## src/rtl/dacs_pkg.sv

```systemverilog
// ----------------------------------------------------------------------------
// dacs_pkg
// Types and constants shared by the dual ADC capture supervisor.
// ----------------------------------------------------------------------------
`default_nettype none

package dacs_pkg;

	localparam int unsigned CFG_W      = 31;
	localparam int unsigned CFG_IDX_W  = 1;
	localparam int unsigned TIME_W     = 32;
	localparam int unsigned RAW_W      = 16;
	localparam int unsigned VALUE_W    = 12;

	localparam logic [CFG_W-1:0] DEADLINE_RESET  = 31'd3;
	localparam logic [CFG_W-1:0] SPACING_RESET   = 31'd5;
	localparam logic [CFG_W-1:0] MIN_DEADLINE_US = 31'd3;

	localparam logic [CFG_IDX_W-1:0] CFG_DEADLINE = 1'b0;
	localparam logic [CFG_IDX_W-1:0] CFG_SPACING  = 1'b1;

	typedef enum logic [1:0] {
		FN_INIT     = 2'd0,
		FN_ARM      = 2'd1,
		FN_TAKE     = 2'd2,
		FN_SHUTDOWN = 2'd3
	} func_t;

	typedef enum logic [3:0] {
		ST_OFF        = 4'd0,
		ST_WARMING    = 4'd1,
		ST_IDLE       = 4'd2,
		ST_PENDING    = 4'd3,
		ST_BADCFG     = 4'd4,
		ST_TIMEOUT    = 4'd5,
		ST_CFGCHG     = 4'd6,
		ST_UNEXPECTED = 4'd7,
		ST_BADDATA    = 4'd8,
		ST_BUSY       = 4'd9,
		ST_READY      = 4'd10
	} status_t;

	typedef enum logic [8:0] {
		MD_OFF        = 9'b000000001,
		MD_WARMING    = 9'b000000010,
		MD_IDLE       = 9'b000000100,
		MD_PENDING    = 9'b000001000,
		MD_BADCFG     = 9'b000010000,
		MD_TIMEOUT    = 9'b000100000,
		MD_CFGCHG     = 9'b001000000,
		MD_UNEXPECTED = 9'b010000000,
		MD_BADDATA    = 9'b100000000
	} mode_t;

	typedef struct packed {
		logic [CFG_W-1:0] max_latency_us;
		logic [CFG_W-1:0] trigger_spacing_us;
	} cfg_t;

	typedef struct packed {
		func_t             func;
		logic [TIME_W-1:0] now_us;
		logic              setup_intact;
		logic              hw_in_use;
		logic              b_started;
		logic              b_done;
		logic              b_stray;
		logic              c_started;
		logic              c_done;
		logic              c_stray;
		logic [RAW_W-1:0]  b_sample;
		logic [RAW_W-1:0]  c_sample;
	} cmd_t;

	typedef struct packed {
		status_t            status;
		logic               frame_valid;
		logic [VALUE_W-1:0] b_value;
		logic [VALUE_W-1:0] c_value;
		logic [TIME_W-1:0]  arm_time_us;
		logic [TIME_W-1:0]  done_time_us;
		logic               b_trigger_enable;
		logic               c_trigger_enable;
	} res_t;

	function automatic status_t mode_status(mode_t m);
		status_t s;
		unique case (m)
			MD_OFF:        s = ST_OFF;
			MD_WARMING:    s = ST_WARMING;
			MD_IDLE:       s = ST_IDLE;
			MD_PENDING:    s = ST_PENDING;
			MD_BADCFG:     s = ST_BADCFG;
			MD_TIMEOUT:    s = ST_TIMEOUT;
			MD_CFGCHG:     s = ST_CFGCHG;
			MD_UNEXPECTED: s = ST_UNEXPECTED;
			MD_BADDATA:    s = ST_BADDATA;
			default:       s = ST_OFF;
		endcase
		return s;
	endfunction

	function automatic logic mode_faulted(mode_t m);
		return (m == MD_BADCFG) || (m == MD_TIMEOUT) || (m == MD_CFGCHG) ||
			(m == MD_UNEXPECTED) || (m == MD_BADDATA);
	endfunction

endpackage

`default_nettype wire

```

## src/rtl/dacs_if.sv

```systemverilog
// ----------------------------------------------------------------------------
// dacs_if
// Valid/ready channels carrying command items and result items.
// ----------------------------------------------------------------------------
`default_nettype none

interface dacs_cmd_if import dacs_pkg::*; ();
	logic valid;
	logic ready;
	cmd_t item;

	modport source(output valid, output item, input ready);
	modport sink(input valid, input item, output ready);
endinterface

interface dacs_res_if import dacs_pkg::*; ();
	logic valid;
	logic ready;
	res_t item;

	modport source(output valid, output item, input ready);
	modport sink(input valid, input item, output ready);
endinterface

`default_nettype wire

```

## src/rtl/dacs_cfg_regs.sv

```systemverilog
// ----------------------------------------------------------------------------
// dacs_cfg_regs
// Deadline and trigger spacing registers behind the plain write port.
// ----------------------------------------------------------------------------
`default_nettype none

module dacs_cfg_regs import dacs_pkg::*; (
	input  wire logic                 clk,
	input  wire logic                 arst_n,
	input  wire logic                 cfg_we,
	input  wire logic [CFG_IDX_W-1:0] cfg_idx,
	input  wire logic [CFG_W-1:0]     cfg_wdata,
	output cfg_t                      cfg
);

	cfg_t cfg_q;

	always_ff @(posedge clk or negedge arst_n) begin
		if (!arst_n) begin
			cfg_q.max_latency_us     <= DEADLINE_RESET;
			cfg_q.trigger_spacing_us <= SPACING_RESET;
		end else if (cfg_we) begin
			unique case (cfg_idx)
				CFG_DEADLINE: cfg_q.max_latency_us     <= cfg_wdata;
				CFG_SPACING:  cfg_q.trigger_spacing_us <= cfg_wdata;
				default:      cfg_q                    <= cfg_q;
			endcase
		end
	end

	assign cfg = cfg_q;

endmodule

`default_nettype wire

```

## src/rtl/dacs_engine.sv

```systemverilog
// ----------------------------------------------------------------------------
// dacs_engine
// Supervisor state and the combinational decision for one command item.
// ----------------------------------------------------------------------------
`default_nettype none

module dacs_engine import dacs_pkg::*; #(
	parameter int unsigned WARMUP_US   = 10,
	parameter int unsigned SAMPLE_BITS = 12
) (
	input  wire logic clk,
	input  wire logic arst_n,
	input  wire logic step,
	input  var cfg_t  cfg,
	input  var cmd_t  cmd,
	output res_t      res
);

	mode_t             mode_q, mode_n;
	logic [TIME_W-1:0] enable_time_q, enable_time_n;
	logic [TIME_W-1:0] arm_time_q, arm_time_n;
	logic [CFG_W-1:0]  held_deadline_q, held_deadline_n;
	logic [1:0]        done_mask_q, done_mask_n;
	logic [1:0]        trig_q, trig_n;

	logic [TIME_W-1:0] age;
	logic [TIME_W-1:0] elapsed;
	logic              cfg_bad;
	logic              any_flag;
	logic              stray;
	logic              b_over;
	logic              c_over;
	logic              fault;
	mode_t             fault_code;
	status_t           status;
	logic              frame;

	always_comb begin
		age      = cmd.now_us - enable_time_q;
		elapsed  = cmd.now_us - arm_time_q;
		cfg_bad  = (cfg.max_latency_us < MIN_DEADLINE_US) ||
			(({1'b0, cfg.max_latency_us} + 32'd1) >= {1'b0, cfg.trigger_spacing_us});
		any_flag = cmd.b_started | cmd.b_done | cmd.b_stray |
			cmd.c_started | cmd.c_done | cmd.c_stray;
		stray    = cmd.b_stray | cmd.c_stray | (cmd.b_done & ~cmd.b_started) |
			(cmd.c_done & ~cmd.c_started);
		b_over   = (cmd.b_sample >> SAMPLE_BITS) != '0;
		c_over   = (cmd.c_sample >> SAMPLE_BITS) != '0;
	end

	always_comb begin
		mode_n          = mode_q;
		enable_time_n   = enable_time_q;
		arm_time_n      = arm_time_q;
		held_deadline_n = held_deadline_q;
		done_mask_n     = done_mask_q;
		trig_n          = trig_q;
		fault           = 1'b0;
		fault_code      = MD_CFGCHG;
		frame           = 1'b0;
		status          = mode_status(mode_q);

		unique case (cmd.func)
			FN_INIT: begin
				if (mode_q != MD_OFF) begin
					status = ST_BUSY;
				end else if (cfg_bad) begin
					status = ST_BADCFG;
				end else if (cmd.hw_in_use) begin
					status = ST_BUSY;
				end else begin
					enable_time_n   = cmd.now_us;
					held_deadline_n = cfg.max_latency_us;
					done_mask_n     = 2'b00;
					trig_n          = 2'b00;
					mode_n          = MD_WARMING;
					status          = ST_WARMING;
				end
			end
			FN_ARM: begin
				if (mode_q == MD_OFF || mode_faulted(mode_q)) begin
					status = mode_status(mode_q);
				end else if (mode_q == MD_PENDING) begin
					status = ST_BUSY;
				end else if (!cmd.setup_intact) begin
					fault      = 1'b1;
					fault_code = MD_CFGCHG;
				end else if (mode_q == MD_WARMING && age[TIME_W-1]) begin
					fault      = 1'b1;
					fault_code = MD_TIMEOUT;
				end else if (mode_q == MD_WARMING && age < TIME_W'(WARMUP_US)) begin
					status = ST_WARMING;
				end else if (any_flag) begin
					fault      = 1'b1;
					fault_code = MD_UNEXPECTED;
				end else begin
					done_mask_n = 2'b00;
					arm_time_n  = cmd.now_us;
					mode_n      = MD_PENDING;
					trig_n      = 2'b11;
					status      = ST_PENDING;
				end
			end
			FN_TAKE: begin
				if (mode_q != MD_PENDING) begin
					status = mode_status(mode_q);
				end else if (!cmd.setup_intact) begin
					fault      = 1'b1;
					fault_code = MD_CFGCHG;
				end else if (elapsed > {1'b0, held_deadline_q}) begin
					fault      = 1'b1;
					fault_code = MD_TIMEOUT;
				end else if (stray) begin
					fault      = 1'b1;
					fault_code = MD_UNEXPECTED;
				end else begin
					if (cmd.b_started && cmd.b_done) begin
						trig_n[0]      = 1'b0;
						done_mask_n[0] = 1'b1;
					end
					if (cmd.c_started && cmd.c_done) begin
						trig_n[1]      = 1'b0;
						done_mask_n[1] = 1'b1;
					end
					if (done_mask_n != 2'b11) begin
						status = ST_PENDING;
					end else if (!(cmd.b_started && cmd.b_done &&
						cmd.c_started && cmd.c_done)) begin
						fault      = 1'b1;
						fault_code = MD_UNEXPECTED;
					end else if (b_over || c_over) begin
						fault      = 1'b1;
						fault_code = MD_BADDATA;
					end else begin
						mode_n = MD_IDLE;
						frame  = 1'b1;
						status = ST_READY;
					end
				end
			end
			FN_SHUTDOWN: begin
				if (mode_q != MD_OFF) begin
					mode_n      = MD_OFF;
					done_mask_n = 2'b00;
					trig_n      = 2'b00;
				end
				status = ST_OFF;
			end
			default: status = mode_status(mode_q);
		endcase

		// first fault wins
		if (fault) begin
			trig_n = 2'b00;
			if (!mode_faulted(mode_q)) begin
				mode_n = fault_code;
			end
			status = mode_status(mode_n);
		end
	end

	always_ff @(posedge clk or negedge arst_n) begin
		if (!arst_n) begin
			mode_q          <= MD_OFF;
			enable_time_q   <= '0;
			arm_time_q      <= '0;
			held_deadline_q <= '0;
			done_mask_q     <= '0;
			trig_q          <= '0;
		end else if (step) begin
			mode_q          <= mode_n;
			enable_time_q   <= enable_time_n;
			arm_time_q      <= arm_time_n;
			held_deadline_q <= held_deadline_n;
			done_mask_q     <= done_mask_n;
			trig_q          <= trig_n;
		end
	end

	always_comb begin
		res.status           = status;
		res.frame_valid      = frame;
		res.b_value          = frame ? cmd.b_sample[VALUE_W-1:0] : '0;
		res.c_value          = frame ? cmd.c_sample[VALUE_W-1:0] : '0;
		res.arm_time_us      = frame ? arm_time_q : '0;
		res.done_time_us     = frame ? cmd.now_us : '0;
		res.b_trigger_enable = trig_n[0];
		res.c_trigger_enable = trig_n[1];
	end

`ifndef NO_ASSERTIONS
	a_frame_to_idle: assert property (@(posedge clk) disable iff (!arst_n)
		step && frame |=> mode_q == MD_IDLE)
		else $error("frame without return to idle");

	a_fault_latched: assert property (@(posedge clk) disable iff (!arst_n)
		mode_faulted(mode_q) && !(step && cmd.func == FN_SHUTDOWN) |=> mode_q == $past(mode_q))
		else $error("latched fault changed");

	a_trig_only_pending: assert property (@(posedge clk) disable iff (!arst_n)
		trig_q != 2'b00 |-> mode_q == MD_PENDING)
		else $error("trigger enabled outside pending");

	a_full_mask_not_pending: assert property (@(posedge clk) disable iff (!arst_n)
		done_mask_q == 2'b11 |-> mode_q != MD_PENDING)
		else $error("both channels done but still pending");
`endif

endmodule

`default_nettype wire

```

## src/rtl/dual_adc_capture_supervisor.sv

```systemverilog
// ----------------------------------------------------------------------------
// dual_adc_capture_supervisor
// Supervisor for a two-channel triggered ADC capture: one result per command.
// ----------------------------------------------------------------------------
// Each command item (init, arm, take, shutdown) yields exactly one result
// item. An item is captured in an input register, decided by the combinational
// supervisor logic and held in a result register, so its result is offered
// once it has passed through both registers; one item can be accepted every
// clock while the result side is not stalled. A result left waiting holds the
// next command in the input register, so with the result side stalled one
// more command is taken and then the command side is held off until the
// result is accepted. Configuration is written through cfg_we/cfg_idx/cfg_wdata;
// the user must write it only while idle, as the block does not enforce this.
`default_nettype none

module dual_adc_capture_supervisor import dacs_pkg::*; #(
	parameter int unsigned WARMUP_US   = 10,
	parameter int unsigned SAMPLE_BITS = 12
) (
	input  wire logic                 clk,
	input  wire logic                 arst_n,
	input  wire logic                 cfg_we,
	input  wire logic [CFG_IDX_W-1:0] cfg_idx,
	input  wire logic [CFG_W-1:0]     cfg_wdata,
	dacs_cmd_if.sink                  cmd,
	dacs_res_if.source                res
);

	cfg_t cfg;
	logic valid_s1;
	cmd_t item_s1;
	logic advance;
	res_t res_comb;
	logic res_valid_q;
	res_t res_q;

	dacs_cfg_regs u_cfg (
		.clk       (clk),
		.arst_n    (arst_n),
		.cfg_we    (cfg_we),
		.cfg_idx   (cfg_idx),
		.cfg_wdata (cfg_wdata),
		.cfg       (cfg)
	);

	assign advance   = valid_s1 && (!res_valid_q || res.ready);
	assign cmd.ready = !valid_s1 || advance;

	always_ff @(posedge clk or negedge arst_n) begin
		if (!arst_n) begin
			valid_s1 <= 1'b0;
		end else if (cmd.ready) begin
			valid_s1 <= cmd.valid;
		end
	end

	always_ff @(posedge clk) begin
		if (cmd.valid && cmd.ready) begin
			item_s1 <= cmd.item;
		end
	end

	dacs_engine #(
		.WARMUP_US   (WARMUP_US),
		.SAMPLE_BITS (SAMPLE_BITS)
	) u_engine (
		.clk    (clk),
		.arst_n (arst_n),
		.step   (advance),
		.cfg    (cfg),
		.cmd    (item_s1),
		.res    (res_comb)
	);

	always_ff @(posedge clk or negedge arst_n) begin
		if (!arst_n) begin
			res_valid_q <= 1'b0;
		end else if (advance) begin
			res_valid_q <= 1'b1;
		end else if (res.ready) begin
			res_valid_q <= 1'b0;
		end
	end

	always_ff @(posedge clk) begin
		if (advance) begin
			res_q <= res_comb;
		end
	end

	assign res.valid = res_valid_q;
	assign res.item  = res_q;

endmodule

`default_nettype wire
```

## src/flat_wrapper.sv

```systemverilog
// flat-port wrapper written by rule: the top's interface ports become plain ports
module dual_adc_capture_supervisor_flat import dacs_pkg::*;
#(
	parameter int unsigned WARMUP_US   = 10,
	parameter int unsigned SAMPLE_BITS = 12
)
  (clk, arst_n, cfg_we, cfg_idx, cfg_wdata, cmd_valid, cmd_item, cmd_ready, res_valid, res_item, res_ready);
  dacs_cmd_if cmd_i ();
  dacs_res_if res_i ();
  input  wire logic clk;
  input  wire logic arst_n;
  input  wire logic cfg_we;
  input  wire logic [CFG_IDX_W-1:0] cfg_idx;
  input  wire logic [CFG_W-1:0] cfg_wdata;
  input wire logic [$bits(cmd_i.valid)-1:0] cmd_valid;
  input wire logic [$bits(cmd_i.item)-1:0] cmd_item;
  output wire logic [$bits(cmd_i.ready)-1:0] cmd_ready;
  output wire logic [$bits(res_i.valid)-1:0] res_valid;
  output wire logic [$bits(res_i.item)-1:0] res_item;
  input wire logic [$bits(res_i.ready)-1:0] res_ready;
  assign cmd_i.valid = cmd_valid;
  assign cmd_i.item = cmd_item;
  assign cmd_ready = cmd_i.ready;
  assign res_valid = res_i.valid;
  assign res_item = res_i.item;
  assign res_i.ready = res_ready;
  dual_adc_capture_supervisor #(.WARMUP_US(WARMUP_US), .SAMPLE_BITS(SAMPLE_BITS)) u_core (.clk(clk), .arst_n(arst_n), .cfg_we(cfg_we), .cfg_idx(cfg_idx), .cfg_wdata(cfg_wdata), .cmd(cmd_i), .res(res_i));
endmodule
```

## config.mk

```make
export PLATFORM = sky130hd
export DESIGN_NAME = dual_adc_capture_supervisor_flat
export DESIGN_NICKNAME = d
export VERILOG_FILES = /design/src/rtl/dacs_pkg.sv /design/src/rtl/dacs_if.sv /design/src/rtl/dacs_cfg_regs.sv /design/src/rtl/dacs_engine.sv /design/src/rtl/dual_adc_capture_supervisor.sv /design/src/flat_wrapper.sv
export SDC_FILE = /design/constraint.sdc
export NUM_CORES = 1
export LEC_CHECK = 0
export ABC_AREA = 0
export CELL_PAD_IN_SITES_DETAIL_PLACEMENT = 1
export CELL_PAD_IN_SITES_GLOBAL_PLACEMENT = 2
export CORE_ASPECT_RATIO = 1.5
export CORE_MARGIN = 4
export CORE_UTILIZATION = 45
export DETAILED_ROUTE_END_ITERATION = 8
export DONT_BUFFER_PORTS = 1
export GPL_TIMING_DRIVEN = 0
export PLACE_DENSITY_LB_ADDON = 0.3
export SETUP_SLACK_MARGIN = 0.02
export SLEW_MARGIN = 25
export SYNTH_ARGS = -nofsm -noshare
export SYNTH_HDL_FRONTEND = slang
export SYNTH_SLANG_ARGS = --single-unit
```

## constraint.sdc

```tcl
create_clock -name clk -period 19.4 [get_ports clk]
set_clock_uncertainty 0.15 [all_clocks]
set_input_delay 0.97 -clock clk [delete_from_list [all_inputs] [get_ports clk]]
set_output_delay 0.97 -clock clk [all_outputs]
set_load 0.03 [all_outputs]
```

==> results of run 1 <==
## worst paths after layout
path | start | to | depth (start not counted)
setup / recovery | u_core.item_s1[40]$_DFFE_PP_ | u_core.res.item[40]$_SDFFCE_PN0P_ | 31
hold / removal | arst_n | u_core.u_engine.mode_q[0]$_DFFE_PN1P_ | 0
setup reg to reg | u_core.item_s1[40]$_DFFE_PP_ | u_core.res.item[40]$_SDFFCE_PN0P_ | 31
hold reg to reg | u_core.u_engine.trig_q[0]$_DFFE_PN0P_ | u_core.u_engine.trig_q[0]$_DFFE_PN0P_ | 2
max in group asynchronous | arst_n | u_core.u_cfg.cfg[54]$_DFFE_PN0P_ | 1
min in group clk | u_core.u_engine.trig_q[0]$_DFFE_PN0P_ | u_core.u_engine.trig_q[0]$_DFFE_PN0P_ | 2
## power groups by stage
stage | registers, mW | logic (mW) | clock network (mW)
finish | 0.975 | 0.814 | 0.728
detailed placement | 0.990 | 0.800 | 0
global placement | 0.987 | 0.770 | 0
floorplan | 0.963 | 0.600 | 0
CTS | 0.976 | 0.818 | 0.746
global route | 0.985 | 0.911 | 0.782
## layout make-up
| class | count | area [sq um] |
|---|---|---|
| fillers | 4516 | 20400 |
| flip-flops and latches | 341 | 9390 |
| multi-input cells | 1224 | 8500 |
| clock buffers | 43 | 968 |
| well taps | 558 | 698 |
| inverters | 151 | 567 |
| plain buffers | 66 | 360 |
| clock inverters | 20 | 274 |
| repair buffers | 5 | 113 |
| diodes | 2 | 5.00 |
## timing repair
item	CTS	global route
hold buffers	2	0
endpoints found under the hold margin	158	0
gates resized for setup	0	0
## per-stage QoR
| stage | power, mW | setup WS, ns | area, sq um | instances |
|---|---|---|---|---|
| 2_1_floorplan | 1.56 | 13.28 | 18800 | 1782 |
| 3_3_place_gp | 1.76 | 11.31 | 19500 | 2340 |
| 3_5_place_dp | 1.79 | 11.23 | 19600 | 2343 |
| 4_1_cts | 2.54 | 11.14 | 20900 | 2408 |
| 5_1_grt | 2.68 | 10.73 | 20900 | 2410 |
| 6_report | 2.52 | 11.31 | 20900 | 2410 |
## metal layers
metal  up-vias  share of wire [%]
met5         -                  0
met4         0                4.4
met3       109                3.4
met2       284                 56
met1      6738                 36
li1       6419                  -
## sequential cells by signal (all words and copies together) (netlist names)
name	cells
u_core.u_engine.enable_time_q	32
u_core.u_engine.mode_q	9
u_core.valid_s1	1
u_core.u_engine.done_mask_q	2
u_core.res.item	95
u_core.item_s1	74
u_core.u_cfg.cfg	62
u_core.u_engine.arm_time_q	32
u_core.u_engine.trig_q	2
u_core.res.valid	1
u_core.u_engine.held_deadline_q	31
## synthesized netlist by cell type (11+ instances only)
cell type,count,area (sq um)
nor4_1,11,68.8
dfrtp_1,167,4180
xor2_1,26,228
nand4_1,27,169
nand2b_1,16,100
edfxtp_1,169,5070
and2_1,98,613
a21oi_1,71,355
nor2b_1,12,75.1
o211ai_1,13,97.6
a31oi_1,14,87.6
nand2_1,182,683
inv_1,151,567
clkbuf_1,39,146
mux2_2,69,777
nor2_1,79,297
o21a_1,11,82.6
o21ai_0,142,711
buf_2,12,60.1
xnor2_1,48,420
a21o_1,48,360
nor3_1,21,105
nand3_1,47,235
ha_1,129,1610
## kinds of logic after synthesis
group | after synthesis | synth area share [%]
flops | 341 | 49.9
compound gates | 403 | 14.0
simple gates | 545 | 14.7
mux | 71 | 4.24
xor+xnor | 74 | 3.45
fa+ha+maj | 131 | 8.80
buf+inv | 217 | 4.91
==> results.yml, run 1 <==
critical_path:
  r2r_setup_slack_ns: 11.31
  cp-end-kind: "flop"
  cp-start-kind: "flop"
  crit_buf_inv: 5
  crit_required_ns: 19.62
  cpMostUsedCell: "a21oi_1"
  cpPeakStageDelay_ns: 0.59
  cp_max_fo: 10
  path_delay_family: "compound AO/OA/AOI/OAI gates"
  cp_data_arrival_time_ns: 8.31
  critPathKind: "reg2reg"
  cp_slowest_cell: "clkbuf_1"
clocking:
  ctsLongestPathBuffers: 3
  numCtsBuffers: 35
  cts_sinks: 341
  insertion_delay_ns: 0.54
  root_buffer: "clkbuf_16"
  cts_setup_buffers: 0
  clkSlewWorstSetupHoldPaths_ns: 0.06
  cts_max_level: 2
  cts_tree: "done"
layout:
  nets: 2066
  fin_util_pct: 50.6
  layout_commonest_cell: "nand2_1"
  final_cell_mix: "182 x nand2_1, 169 x edfxtp_1, 167 x dfrtp_1"
  drive_gt1_share_pct: 10.8
  syn2layout_area_growth_pct: 11.0
sta:
  hold_viol: 0
  setup_viol: 0
  timing.final.crit_share_pct: 41.7
  clock.fmax_ghz: 0.124
  grt_setup_unrepaired: "no"
  slew-limit-headroom_pct: 33.9
  report.final.slew_viol_count: 0
  min_period_ns: 8.09
  tightestPinTransition_ns: 0.988
  finalSetupTns_ns: 0
  holdWs_ns: 0.127
drt:
  drtIter0Drc: 647
  wire_per_inst_um: 22.2
  drc: 0
  viasPerCell: 5.62
  first_pass_iters: 4
  routed_wl_mm: 53.6
  ant_nets: 0
  vias: 13600
power_and_ir_drop:
  ir_worst_vdd_mv: 0.0759
  p_switching_mw: 0.878
  switching_share_pct: 34.9
  leakage_nw: 8.91
  seq_power_share_pct: 38.7
  p_clk_share_pct: 28.9
  p_comb_share_pct: 32.4
  internal_power_mw: 1.64
  power_density_nw_per_um2: 121
synth:
  ys_warn_count: 0
  avgSynthCellArea_sq_um: 10.5
  syn-cell-area_sq_um: 18800
  synth_nets: 2024
  synth_flop_cell: "edfxtp_1"
  synth_cell_type_count: 93
  ys_seq_area_share_pct: 49.9
  netlist_instances: 1782
  ys_async_sr_fraction_pct: 50.4
  synth_edf_count: 169
  ys_ff_latch: 341
global_route:
  grt_use_met3_pct: 3.27
  grt_overflow: 0
  use_met1_pct: 24.5
  grt_start_max_net_pins: 159
  met2_usage_pct: 46.1
  gr-max-usage-layer: "met2"
  antenna_found_initial: 2
  grt_pass1_vias: 14600
  grt_pass1_wl_mm: 82.9
  grtUsageTotal_pct: 23.4
placed_design:
  gp_congestion: 0.865
  port_buffers: 0
  dp_hpwl_mm: 40.8
floorplan:
  row_count: 91
  die-area_sq_um: 45200
  ioPinCount: 208
  initial_core_util_pct: 45.6
  die_height_um: 258
  die_x_um: 175
  core_area_sq_um: 41200
run:
  maxCapViolCount: 0
hold_path:
  hold_path.class: "in2async"
status:
  status: "complete, no violations"
No activity file was read; power rests on OpenSTA's default activity.
==> run 2, diff against run 1 <==
Settings changed: ABC_AREA 0 to 1, CORE_UTILIZATION 45 to 35.
Clock period 19.4 ns to 7 ns, I/O delays scaled along.
==> results.yml, run 2 <==
hold_path:
  min_from: "cfg_we"
  hold_path.class: "in2reg"
critical_path:
  cp_slowest_cell: "fa_1"
  crit_path_start: "u_core.item_s1[40]$_DFFE_PP_"
  cpPeakStageDelay_ns: 0.43
  crit_required_ns: 7.19
  critPathKind: "reg2reg"
  r2r-start: "u_core.item_s1[40]$_DFFE_PP_"
  cpMostUsedCell: "nand2_1"
  cp-end-kind: "flop"
  cp_data_arrival_time_ns: 6.72
  cp_max_fo: 10
  r2r_setup_slack_ns: 0.47
  cp-start-kind: "flop"
global_route:
  antenna_found_initial: 1
  met2_usage_pct: 41.7
  grt_pass1_wl_mm: 106
  grt_overflow: 0
  grt_use_met3_pct: 3.09
  use_met1_pct: 24.6
  gr-max-usage-layer: "met2"
  grtUsageTotal_pct: 22.0
  grt_pass1_vias: 18800
  grt_start_max_net_pins: 173
clocking:
  cts_setup_buffers: 0
  insertion_delay_ns: 0.57
  ctsLongestPathBuffers: 3
  cts_sinks: 341
  cts-resized-gates: 0
  numCtsBuffers: 37
  root_buffer: "clkbuf_16"
  clkSlewWorstSetupHoldPaths_ns: 0.06
  cts_tree: "done"
  holdBufCountCts: 109
  cts_max_level: 2
floorplan:
  ioPinCount: 208
  die_x_um: 206
  initial_core_util_pct: 35.3
  die_height_um: 304
  core_area_sq_um: 58000
  die-area_sq_um: 62600
  row_count: 108
sta:
  finalSetupTns_ns: 0
  slew-limit-headroom_pct: 38.4
  grt_setup_unrepaired: "no"
  clock.fmax_ghz: 0.153
  hold_viol: 0
  holdWs_ns: 0.0821
  setup_viol: 0
  timing.final.crit_share_pct: 93.3
  min_period_ns: 6.53
  tightestPinTransition_ns: 0.924
  fin_ws_ns: 0.470
  report.final.slew_viol_count: 0
layout:
  drive_gt1_share_pct: 6.29
  largest_register_ffs: 95
  nets: 2933
  layout_commonest_cell: "nand2_1"
  final_cell_mix: "640 x nand2_1, 492 x inv_1, 212 x nor2_1"
  syn2layout_area_growth_pct: 16.6
synth:
  synth_nets: 2782
  synth_cell_type_count: 58
  netlist.area_leader.share_pct: 24.8
  ys_async_sr_fraction_pct: 50.4
  synth_edf_count: 169
  syn-cell-area_sq_um: 20500
  ys_seq_area_share_pct: 45.8
  synth_common_cells: "640 x nand2_1, 493 x inv_1, 212 x nor2_1"
  ys_warn_count: 0
  synth_area_leader_cell: "edfxtp_1"
  synth_most_common_cell: "nand2_1"
  netlist_instances: 2540
  synth_area_leaders: "edfxtp_1 25%, dfrtp_1 20%, nand2_1 12%, inv_1 9.0%, ha_1 7.9%"
  avgSynthCellArea_sq_um: 8.07
  synth_flop_cell: "edfxtp_1"
  ys_ff_latch: 341
placed_design:
  port_buffers: 0
  dp_slack_ns: 0.443
  gp_congestion: 0.896
  dp_hpwl_mm: 54.4
power_and_ir_drop:
  p_comb_share_pct: 25.9
  p_clk_share_pct: 32.2
  switching_share_pct: 35.9
  p_switching_mw: 2.26
  internal_power_mw: 4.04
  power_mw: 6.30
  leakage_nw: 11.2
  seq_power_share_pct: 41.9
  ir_worst_vdd_mv: 0.203
  power_density_nw_per_um2: 264
drt:
  drtIter0Drc: 808
  ant_nets: 0
  vias: 17200
  first_pass_iters: 7
  drc: 0
  wire_per_inst_um: 19.9
  viasPerCell: 4.91
  routed_wl_mm: 69.4
status:
  status: "complete, no violations"
run:
  maxCapViolCount: 0
run 2: cell type report:
type,count,area (sq um)
timing repair buffer,112,1180
multi-input combinational,1641,8960
fill,6923,34100
inverter,505,1900
buffer,53,251
clock buffer,49,1060
sequential,341,9390
clock inverter,18,178
tap,770,963
antenna,1,2.50
run 2: kinds of logic after synthesis:
logic type | count (synthesis) | share of synthesized area [%]
AOI/OAI and AO/OA | 348 | 9.22
xor gates and xnor gates | 57 | 2.44
adders and majority gates | 131 | 8.07
buffers and inverters | 558 | 10.5
DFF | 341 | 45.8
muxes | 9 | 0.635
and+or+nand+nor | 1096 | 23.4
run 2: worst max-delay path: cells and delay by family, from the launching register on:
kind            cells  cell delay, ns
xor+xnor            1            0.17
simple gates       15            2.71
compound gates      8            1.42
flops               1            0.38
buf+inv             3            0.54
fa+ha+maj           3            0.88
run 2: power groups by stage:
| stage | registers [mW] | clock network, mW | logic (mW) |
|---|---|---|---|
| 6_report | 2.64 | 2.03 | 1.63 |
| 3_3_place_gp | 2.70 | 0 | 1.50 |
| 4_1_cts | 2.65 | 2.07 | 1.65 |
| 3_5_place_dp | 2.68 | 0 | 1.57 |
| 2_1_floorplan | 2.61 | 0 | 1.12 |
| 5_1_grt | 2.67 | 2.16 | 1.87 |
run 2: final timing paths:
kind,cells after the start,endpoint
worst max-delay path,30,u_core.res.item[60]$_SDFFCE_PN0P_
worst min-delay path,3,u_core.u_cfg.cfg[31]$_DFFE_PN1P_
worst max register to register,30,u_core.res.item[60]$_SDFFCE_PN0P_
worst min register to register,2,u_core.u_engine.held_deadline_q[7]$_DFFE_PN0P_
max in group asynchronous,2,u_core.u_cfg.cfg[8]$_DFFE_PN0P_
min in group asynchronous,2,u_core.u_engine.trig_q[1]$_DFFE_PN0P_
run 2: per-layer routing:
| metal | part of all wire (%) | wire (um) |
|---|---|---|
| met4 | 3.9 | 2700 |
| met1 | 39 | 27400 |
| met3 | 3.3 | 2300 |
| met5 | 0 | 0 |
| met2 | 53 | 37000 |
run 2: stage by stage:
step                cell area (sq um)  cells  util, %
floorplan                       20500   2540        -
global placement                21500   3310     37.0
detailed placement              21500   3313     37.1
CTS                             23900   3489     41.2
global route                    23900   3490     41.2
finish                          23900   3490     41.2
